[config.mk]
export PLATFORM = sky130hd
export DESIGN_NAME = wav_header_parser_core
export DESIGN_NICKNAME = d
export VERILOG_FILES = /design/src/design/wavhp_pkg.sv /design/src/design/wavhp_in_reg.sv /design/src/design/wavhp_decode.sv /design/src/design/wavhp_out_reg.sv /design/src/design/wav_header_parser_core.sv
export SDC_FILE = /design/constraint.sdc
export NUM_CORES = 1
export LEC_CHECK = 0
export BUFFER_PORTS_ARGS = -buffer_cell sky130_fd_sc_hd__clkbuf_2
export CORE_MARGIN = 10
export CORE_UTILIZATION = 55
export DETAILED_ROUTE_END_ITERATION = 6
export PLACE_DENSITY = 0.8
export SLEW_MARGIN = 20
export SYNTH_ARGS = -nofsm -noshare
export SYNTH_HDL_FRONTEND = slang
export SYNTH_SLANG_ARGS = --single-unit
[constraint.sdc]
create_clock -name clk -period 5 [get_ports clk]
set_input_delay 0.25 -clock clk [delete_from_list [all_inputs] [get_ports clk]]
set_output_delay 0.25 -clock clk [all_outputs]
set_load 0.005 [all_outputs]
[src/design/wavhp_pkg.sv]
package wavhp_pkg;

  typedef enum logic [2:0] {
    ST_OK       = 3'd0,
    ST_SHORT    = 3'd1,
    ST_BITS     = 3'd2,
    ST_CHANNELS = 3'd3,
    ST_DATA     = 3'd4
  } parse_status_t;

  typedef struct packed {
    logic [7:0] file_byte;
    logic       final_byte;
  } in_item_t;

  typedef struct packed {
    parse_status_t parse_status;
    logic [15:0]   channel_count;
    logic [31:0]   rate_hz;
    logic [15:0]   sample_bits;
    logic [31:0]   payload_offset;
    logic [31:0]   payload_size;
    logic [30:0]   sample_total;
  } result_t;

  localparam logic [31:0] TAG_RIFF = 32'h4646_4952;
  localparam logic [31:0] TAG_WAVE = 32'h4556_4157;
  localparam logic [31:0] TAG_DATA = 32'h6174_6164;

  localparam int unsigned MIN_LEN      = 44;
  localparam int unsigned WANT_BITS    = 16;
  localparam int unsigned HEADER_START = 12;
  localparam int unsigned HEADER_BYTES = 8;

  localparam logic [5:0] POS_RIFF_END = 6'd4;
  localparam logic [5:0] POS_WAVE     = 6'd8;
  localparam logic [5:0] POS_WAVE_END = 6'd12;
  localparam logic [5:0] POS_CH_LO    = 6'd22;
  localparam logic [5:0] POS_CH_HI    = 6'd23;
  localparam logic [5:0] POS_RATE     = 6'd24;
  localparam logic [5:0] POS_RATE_END = 6'd28;
  localparam logic [5:0] POS_BITS_LO  = 6'd34;
  localparam logic [5:0] POS_BITS_HI  = 6'd35;

  localparam logic [2:0] HDR_LAST_IDX = 3'd7;

  function automatic logic [7:0] tag_byte(input logic [31:0] tag, input logic [1:0] k);
    tag_byte = tag[{k, 3'b000} +: 8];
  endfunction

endpackage

[src/design/wavhp_in_reg.sv]
module wavhp_in_reg
  import wavhp_pkg::*;
(
  input  logic     clk,
  input  logic     rst_n,
  input  logic     in_valid,
  output logic     in_ready,
  input  in_item_t in_item,
  input  logic     out_free,
  output logic     fire,
  output in_item_t item
);

  logic     valid_r;
  in_item_t item_r;

  assign fire     = valid_r && (!item_r.final_byte || out_free);
  assign in_ready = !valid_r || fire;
  assign item     = item_r;

  always_ff @(posedge clk) begin
    if (!rst_n) begin
      valid_r <= 1'b0;
    end else if (in_ready) begin
      valid_r <= in_valid;
    end
  end

  always_ff @(posedge clk) begin
    if (in_ready && in_valid) begin
      item_r <= in_item;
    end
  end

endmodule

[src/design/wavhp_decode.sv]
module wavhp_decode
  import wavhp_pkg::*;
#(
  parameter int LENGTH_BITS = 32
)
(
  input  logic     clk,
  input  logic     rst_n,
  input  logic     fire,
  input  in_item_t item,
  output result_t  result
);

  localparam int LB = LENGTH_BITS;
  localparam int EW = ((LB > 32) ? LB : 32) + 2;
  localparam int PW = (LB > 32) ? LB : 32;
  localparam logic [LB-1:0] POS_MAX = '1;

  logic [LB-1:0] pos_r, pos_nxt;
  logic          tags_ok_r, tags_ok_nxt;
  logic [15:0]   ch_r, ch_nxt;
  logic [31:0]   rate_r, rate_nxt;
  logic [15:0]   bits_r, bits_nxt;
  logic [LB-1:0] nhp_r, nhp_nxt;
  logic [LB:0]   off8_r, off8_nxt;
  logic [63:0]   shift_r, shift_nxt;
  logic          hdr_act_r, hdr_act_nxt;
  logic [2:0]    hdr_idx_r, hdr_idx_nxt;
  logic          found_r, found_nxt;
  logic [LB-1:0] foff_r, foff_nxt;
  logic [31:0]   fsize_r, fsize_nxt;
  logic [EW-1:0] fend_r, fend_nxt;

  logic          live;
  logic          near;
  logic [5:0]    pidx;
  logic [7:0]    b;
  logic [LB-1:0] pos1;
  logic [LB-1:0] len;
  logic          hdr_hit;
  logic [2:0]    idx;
  logic [63:0]   shift_new;
  logic [31:0]   csize;
  logic [EW-1:0] skip_sum;
  logic          data_bad;
  logic [PW-1:0] foff_wide;

  assign b    = item.file_byte;
  assign live = (pos_r != POS_MAX);
  assign near = ((pos_r >> 6) == '0);
  assign pidx = pos_r[5:0];
  assign pos1 = pos_r + LB'(1);
  assign len  = live ? pos1 : POS_MAX;

  assign hdr_hit   = live && !found_r && (hdr_act_r || (pos_r == nhp_r));
  assign idx       = hdr_act_r ? hdr_idx_r : 3'd0;
  assign shift_new = {b, shift_r[63:8]};
  assign csize     = shift_new[63:32];
  assign skip_sum  = EW'(off8_r) + EW'(csize);

  always_comb begin
    tags_ok_nxt = tags_ok_r;
    ch_nxt      = ch_r;
    rate_nxt    = rate_r;
    bits_nxt    = bits_r;
    if (live && near) begin
      if (pidx < POS_RIFF_END) begin
        if (b != tag_byte(TAG_RIFF, pidx[1:0])) tags_ok_nxt = 1'b0;
      end else if (pidx >= POS_WAVE && pidx < POS_WAVE_END) begin
        if (b != tag_byte(TAG_WAVE, pidx[1:0])) tags_ok_nxt = 1'b0;
      end else if (pidx == POS_CH_LO) begin
        ch_nxt[7:0] = b;
      end else if (pidx == POS_CH_HI) begin
        ch_nxt[15:8] = b;
      end else if (pidx >= POS_RATE && pidx < POS_RATE_END) begin
        rate_nxt[{pidx[1:0], 3'b000} +: 8] = b;
      end else if (pidx == POS_BITS_LO) begin
        bits_nxt[7:0] = b;
      end else if (pidx == POS_BITS_HI) begin
        bits_nxt[15:8] = b;
      end
    end
  end

  always_comb begin
    pos_nxt     = live ? pos1 : pos_r;
    nhp_nxt     = nhp_r;
    off8_nxt    = off8_r;
    shift_nxt   = shift_r;
    hdr_act_nxt = hdr_act_r;
    hdr_idx_nxt = hdr_idx_r;
    found_nxt   = found_r;
    foff_nxt    = foff_r;
    fsize_nxt   = fsize_r;
    fend_nxt    = fend_r;
    if (hdr_hit) begin
      shift_nxt = shift_new;
      if (!hdr_act_r) begin
        off8_nxt = {1'b0, nhp_r} + (LB+1)'(HEADER_BYTES);
      end
      if (idx == HDR_LAST_IDX) begin
        hdr_act_nxt = 1'b0;
        hdr_idx_nxt = 3'd0;
        if (shift_new[31:0] == TAG_DATA) begin
          found_nxt = 1'b1;
          foff_nxt  = pos1;
          fsize_nxt = csize;
          fend_nxt  = EW'(pos1) + EW'(csize);
        end else begin
          nhp_nxt = (skip_sum > EW'(POS_MAX)) ? POS_MAX : skip_sum[LB-1:0];
        end
      end else begin
        hdr_act_nxt = 1'b1;
        hdr_idx_nxt = idx + 3'd1;
      end
    end
  end

  // a data chunk found on the final byte is necessarily empty or overrunning
  assign data_bad = !found_r || (fsize_r == '0) || (fend_r > EW'(len));
  assign foff_wide = PW'(foff_nxt);

  always_comb begin
    if (len < LB'(MIN_LEN) || !tags_ok_nxt) begin
      result.parse_status = ST_SHORT;
    end else if (bits_nxt != 16'(WANT_BITS)) begin
      result.parse_status = ST_BITS;
    end else if (ch_nxt != 16'd1 && ch_nxt != 16'd2) begin
      result.parse_status = ST_CHANNELS;
    end else if (data_bad) begin
      result.parse_status = ST_DATA;
    end else begin
      result.parse_status = ST_OK;
    end
    result.channel_count  = ch_nxt;
    result.rate_hz        = rate_nxt;
    result.sample_bits    = bits_nxt;
    result.payload_offset = foff_wide[31:0];
    result.payload_size   = fsize_nxt;
    result.sample_total   = fsize_nxt[31:1];
  end

  always_ff @(posedge clk) begin
    if (!rst_n || (fire && item.final_byte)) begin
      pos_r     <= '0;
      tags_ok_r <= 1'b1;
      ch_r      <= '0;
      rate_r    <= '0;
      bits_r    <= '0;
      nhp_r     <= LB'(HEADER_START);
      off8_r    <= '0;
      shift_r   <= '0;
      hdr_act_r <= 1'b0;
      hdr_idx_r <= '0;
      found_r   <= 1'b0;
      foff_r    <= '0;
      fsize_r   <= '0;
      fend_r    <= '0;
    end else if (fire) begin
      pos_r     <= pos_nxt;
      tags_ok_r <= tags_ok_nxt;
      ch_r      <= ch_nxt;
      rate_r    <= rate_nxt;
      bits_r    <= bits_nxt;
      nhp_r     <= nhp_nxt;
      off8_r    <= off8_nxt;
      shift_r   <= shift_nxt;
      hdr_act_r <= hdr_act_nxt;
      hdr_idx_r <= hdr_idx_nxt;
      found_r   <= found_nxt;
      foff_r    <= foff_nxt;
      fsize_r   <= fsize_nxt;
      fend_r    <= fend_nxt;
    end
  end

endmodule

[src/design/wavhp_out_reg.sv]
module wavhp_out_reg
  import wavhp_pkg::*;
(
  input  logic    clk,
  input  logic    rst_n,
  input  logic    load,
  input  result_t result,
  output logic    out_free,
  output logic    out_valid,
  input  logic    out_ready,
  output result_t out_result
);

  logic    valid_r;
  result_t result_r;

  assign out_free   = !valid_r || out_ready;
  assign out_valid  = valid_r;
  assign out_result = result_r;

  always_ff @(posedge clk) begin
    if (!rst_n) begin
      valid_r <= 1'b0;
    end else if (load) begin
      valid_r <= 1'b1;
    end else if (out_ready) begin
      valid_r <= 1'b0;
    end
  end

  always_ff @(posedge clk) begin
    if (load) begin
      result_r <= result;
    end
  end

endmodule

[src/design/wav_header_parser_core.sv]
// WAV header parser. Feed the file one byte per transaction on in_tdata, with in_tlast
// on the last byte; one status transaction comes out per file, after which the block is
// back in its reset state for the next file. It takes one byte per cycle: a byte sits in
// an input register, one pass of compare and add logic updates the parse state, and the
// status lands in an output register, so bytes keep flowing while a status waits; only a
// final byte is held in the input register until the pending status has been taken.
// Status 0 ok, 1 short or bad RIFF/WAVE tags, 2 bits not 16, 3 channels not 1 or 2,
// 4 data chunk missing, empty or overrunning. LENGTH_BITS sets the width of the byte
// position and chunk skip arithmetic; positions saturate at its all-ones value.
module wav_header_parser_core
  import wavhp_pkg::*;
#(
  parameter int LENGTH_BITS = 32
)
(
  input  logic         clk,
  input  logic         rst_n,
  input  logic         in_tvalid,
  output logic         in_tready,
  input  logic [7:0]   in_tdata,   // file_byte
  input  logic         in_tlast,   // final_byte
  output logic         out_tvalid,
  input  logic         out_tready,
  // parse_status[2:0], channel_count[18:3], rate_hz[50:19], sample_bits[66:51],
  // payload_offset[98:67], payload_size[130:99], sample_total[161:131], zero[167:162]
  output logic [167:0] out_tdata
);

  in_item_t in_item;
  in_item_t item;
  logic     fire;
  logic     out_free;
  result_t  result;
  result_t  out_result;

  assign in_item.file_byte  = in_tdata;
  assign in_item.final_byte = in_tlast;

  wavhp_in_reg u_in_reg (
    .clk      (clk),
    .rst_n    (rst_n),
    .in_valid (in_tvalid),
    .in_ready (in_tready),
    .in_item  (in_item),
    .out_free (out_free),
    .fire     (fire),
    .item     (item)
  );

  wavhp_decode #(
    .LENGTH_BITS (LENGTH_BITS)
  ) u_decode (
    .clk    (clk),
    .rst_n  (rst_n),
    .fire   (fire),
    .item   (item),
    .result (result)
  );

  wavhp_out_reg u_out_reg (
    .clk        (clk),
    .rst_n      (rst_n),
    .load       (fire && item.final_byte),
    .result     (result),
    .out_free   (out_free),
    .out_valid  (out_tvalid),
    .out_ready  (out_tready),
    .out_result (out_result)
  );

  assign out_tdata = {6'd0, out_result.sample_total, out_result.payload_size,
                      out_result.payload_offset, out_result.sample_bits,
                      out_result.rate_hz, out_result.channel_count,
                      3'(out_result.parse_status)};

endmodule
==> out/results.tsv <==
stage	metric	value	unit
power	power density over cell area	293.8	nW/um2
setup_path	Startpoint Class	flop	
sta	max-slew violations	0	
run_status	failing checks	design-rule violations	
clocking	Reg clk slew, reported paths	0.06	ns
synthesis	Yosys reg bits	462	
synthesis	largest family of logic cells by synthesized area	simple AND/OR/NAND/NOR gates	
worst_hold_path	type of the worst min-delay path	primary input to flop	
worst_hold_path	Hold Path Depth	3	
clocking	CTS Sinks	462	
clocking	CTS tree	yes	
die	die height	228.5	um
sta	Slew HR	24.53	%
synthesis	ys async rst share	0	%
sta	Final Hold Viols	0	
synthesis	post-synthesis average cell area	9.266	um2
clocking	# Post-CTS Setup Buffers	0	
route	DR DRC count	5	
clocking	CTS Buffer Depth	3	
worst_hold_path	Hold Startpoint	out_tready	
die	core area	42980	um2
sta	Setup TNS Final	0	ns
setup_path	R2R Path End	u_decode.fend_r[31]	
synthesis	post-synthesis compound-gate area fraction	14.64	%
synthesis	number of flops mapped to enable cells by yosys	140	
synthesis	post-synthesis simple-gate area fraction	17.80	%
sta	Final setup violation count	0	
route	WL/cell	21.26	um
synthesis	post-synthesis adder-cell area fraction	5.873	%
synthesis	synth warn	0	
synthesis	synthesized-area fraction occupied by xor and xnor cells	5.972	%
route	Antenna Nets Post-Route	0	
setup_path	critical path arrival	5.13	ns
setup_path	Critical Path End Type	flop	
synthesis	sequential fraction of the synthesis area	44.55	%
synthesis	Synth Instances	2580	
grt	first-pass GRT wire length	109300	um
die	die area	52200	um2
flow_run	count of max-cap constraint violations	0	
die	Initial Util	55.62	%
power	overall power	0.007864	W
grt	grt ovf	0	
layout	layout cells sized above 1	15.71	%
layout	Final Cell Area	26760	um2
clocking	CTS Root Cell	clkbuf_16	
die	Die Width	228.5	um
layout	commonest non-fill, non-tap cell in the layout	dfxtp_1	
layout	most frequent cells in the layout	dfxtp_1 (322), nand2_1 (290), nor2_1 (285)	
sta	Tmin final	4.603	ns
power	static leakage	10.87	nW
synthesis	mux share of post-synthesis cell area	6.307	%
sta	worst-margin pin slew	1.122	ns
route	via count	19655	
synthesis	Post-Syn Area	23910	um2
placement	# port buffers	176	
placement	post-DP HPWL	49810	um
setup_path	Setup CP Type	flop to flop	
setup_path	R2R Setup Slk	0.40	ns
setup_path	Crit path required time	5.52	ns
die	FP Rows	76	
route	via/cell ratio	5.961	
sta	RSZ-0062 raised after global routing	no	
clocking	H-tree Lvls	2	
route	initial DRC count	1791	
sta	final worst path period share	92.06	%
setup_path	Worst Reg-to-Reg Cells	17	
sta	final setup skew	0.01942	ns
placement	Area after DPL	25110	um2
grt	number of global-route vias before repair	19142	
grt	GRT Overall Usage	25.85	%
route	Post-Route WL	70100	um
clocking	cts bufs inserted	47	
layout	Inserted Diodes	0	
setup_path	reg2reg start	u_decode.pos_r[1]	
setup_path	worst-path fanout max	9	
layout	Fill cells	3542	
grt	initial antenna violation count	0	
placement	placer congestion estimate	0.9341	
synthesis	unique cell type count in the Yosys netlist	73	
synthesis	Synth Flop Type	dfxtp_1	
grt	pin count of the biggest net entering global routing	81	
clocking	Clock Latency Late Sink	0.60	ns
route	DR pass1 iterations	7	
power	VDD IR max	0.2081	mV
layout	Final nets	2797	
layout	Syn-to-layout area delta	11.95	%
run_status	status	finished with violations	
worst_hold_path	hold endpoint	u_out_reg.out_valid	
die	IO Pins	183	
sta	Achievable Freq	0.2173	GHz
==> registers in the layout, indices dropped and copies added, names as in the netlist, 32 cells and up <==
| name | cells |
|---|---|
| u_out_reg.out_result | 131 |
| u_decode.shift_r | 56 |
| u_decode.fend_r | 33 |
| u_decode.off8_r | 33 |
| u_decode.foff_r | 32 |
| u_decode.fsize_r | 32 |
| u_decode.nhp_r | 32 |
| u_decode.pos_r | 32 |
| u_decode.rate_r | 32 |
==> power breakdown <==
group          internal, W  switching (W)
Sequential         0.00390      0.0000305
Combinational     0.000124       0.000269
Clock              0.00201        0.00153
Total              0.00604        0.00183
==> synthesized netlist by cell type (all sizes together), types with 61 or more instances <==
library cell | instances | share of area [%]
a21oi | 183 | 3.8
edfxtp | 140 | 18
nand2 | 291 | 4.6
a211oi | 72 | 2.3
clkbuf | 121 | 1.9
dfxtp | 322 | 27
nor2 | 285 | 4.5
nand3 | 78 | 1.7
o21ai | 93 | 1.9
mux2i | 65 | 2.8
buf | 87 | 2.2
xnor2 | 102 | 3.7
ha | 109 | 5.7
mux2 | 75 | 3.5
xor2 | 61 | 2.2
==> final cells by class <==
class                      instances  area [um2]  area share (%)
timing repair buffer             247        1479           5.526
clock inverter                    25       227.7          0.8509
tap                              585       732.0           2.735
multi-input combinational       1866       12180           45.50
clock buffer                      63        1313           4.904
sequential                       462       10650           39.80
inverter                          49       183.9          0.6873
==> worst max-delay path by stage <==
stage | startpoint | endpoint | slack [ns] | cells after the start
final | u_decode.pos_r[1] | u_decode.fend_r[31] | 0.40 | 17
after global routing | u_decode.pos_r[2] | u_decode.fend_r[29] | 0.07 | 17
after CTS | u_decode.pos_r[1] | u_decode.fend_r[31] | 0.47 | 17
after detailed placement | u_decode.pos_r[1] | u_decode.fend_r[32] | 0.51 | 17
after global placement | u_decode.pos_r[1] | u_decode.fend_r[32] | 0.57 | 17
after floorplan | u_out_reg.out_valid | u_decode.ch_r[10] | 0.19 | 7
==> logic make-up (layout without fill, tap and decap cells) <==
family	Yosys count	count (layout)
DFF	462	462
adders and majority gates	111	111
and+or+nand+nor	921	921
other	1	6
xor gates and xnor gates	163	163
muxes	140	140
buffers and inverters	257	384
AOI/OAI and AO/OA	525	525
==> critical path: stages (launching register included) <==
cell and delay (ns):
dfxtp_1 0.53, ha_1 0.30, and2_1 0.22, nand4_1 0.20, or4_1 0.59, nor3_2 0.31, xnor2_1 0.24, inv_1 0.11
ha_1 0.36, and3_1 0.22, nand3_1 0.09, a221oi_1 0.46, o31ai_1 0.13, buf_4 0.18, o2111ai_1 0.24, a21o_1 0.15
nand3_1 0.07, a21oi_1 0.14
==> through the flow <==
step           utilization (%)  setup slack [ns]  hold slack, ns  std cells
6_report                 62.26            0.3971         0.02584       3297
5_1_grt                  62.26           0.06506         0.02811       3297
4_1_cts                  62.25            0.4679        0.006968       3297
3_5_place_dp             58.41            0.5080          0.4289       3198
3_3_place_gp             58.41            0.5671          0.4296       3198
2_1_floorplan                -            0.1871          0.3489       2585
==> timing repair <==
item | 4_1_cts | 5_1_grt
hold endpoints to repair | 11 | 0
setup endpoints to repair | 0 | 2
hold buffers | 11 | 0
resized for setup | 0 | 1
==> metal layers <==
layer  track usage, %  vias up  wire [um]
met5                0        -          0
met4            9.081        0       2194
met3            4.257      127       4723
met2            42.94      736      33450
met1            33.47     9469      29740
li1                 -     9323          -
Note: power is estimated with default switching activity, not from simulation.
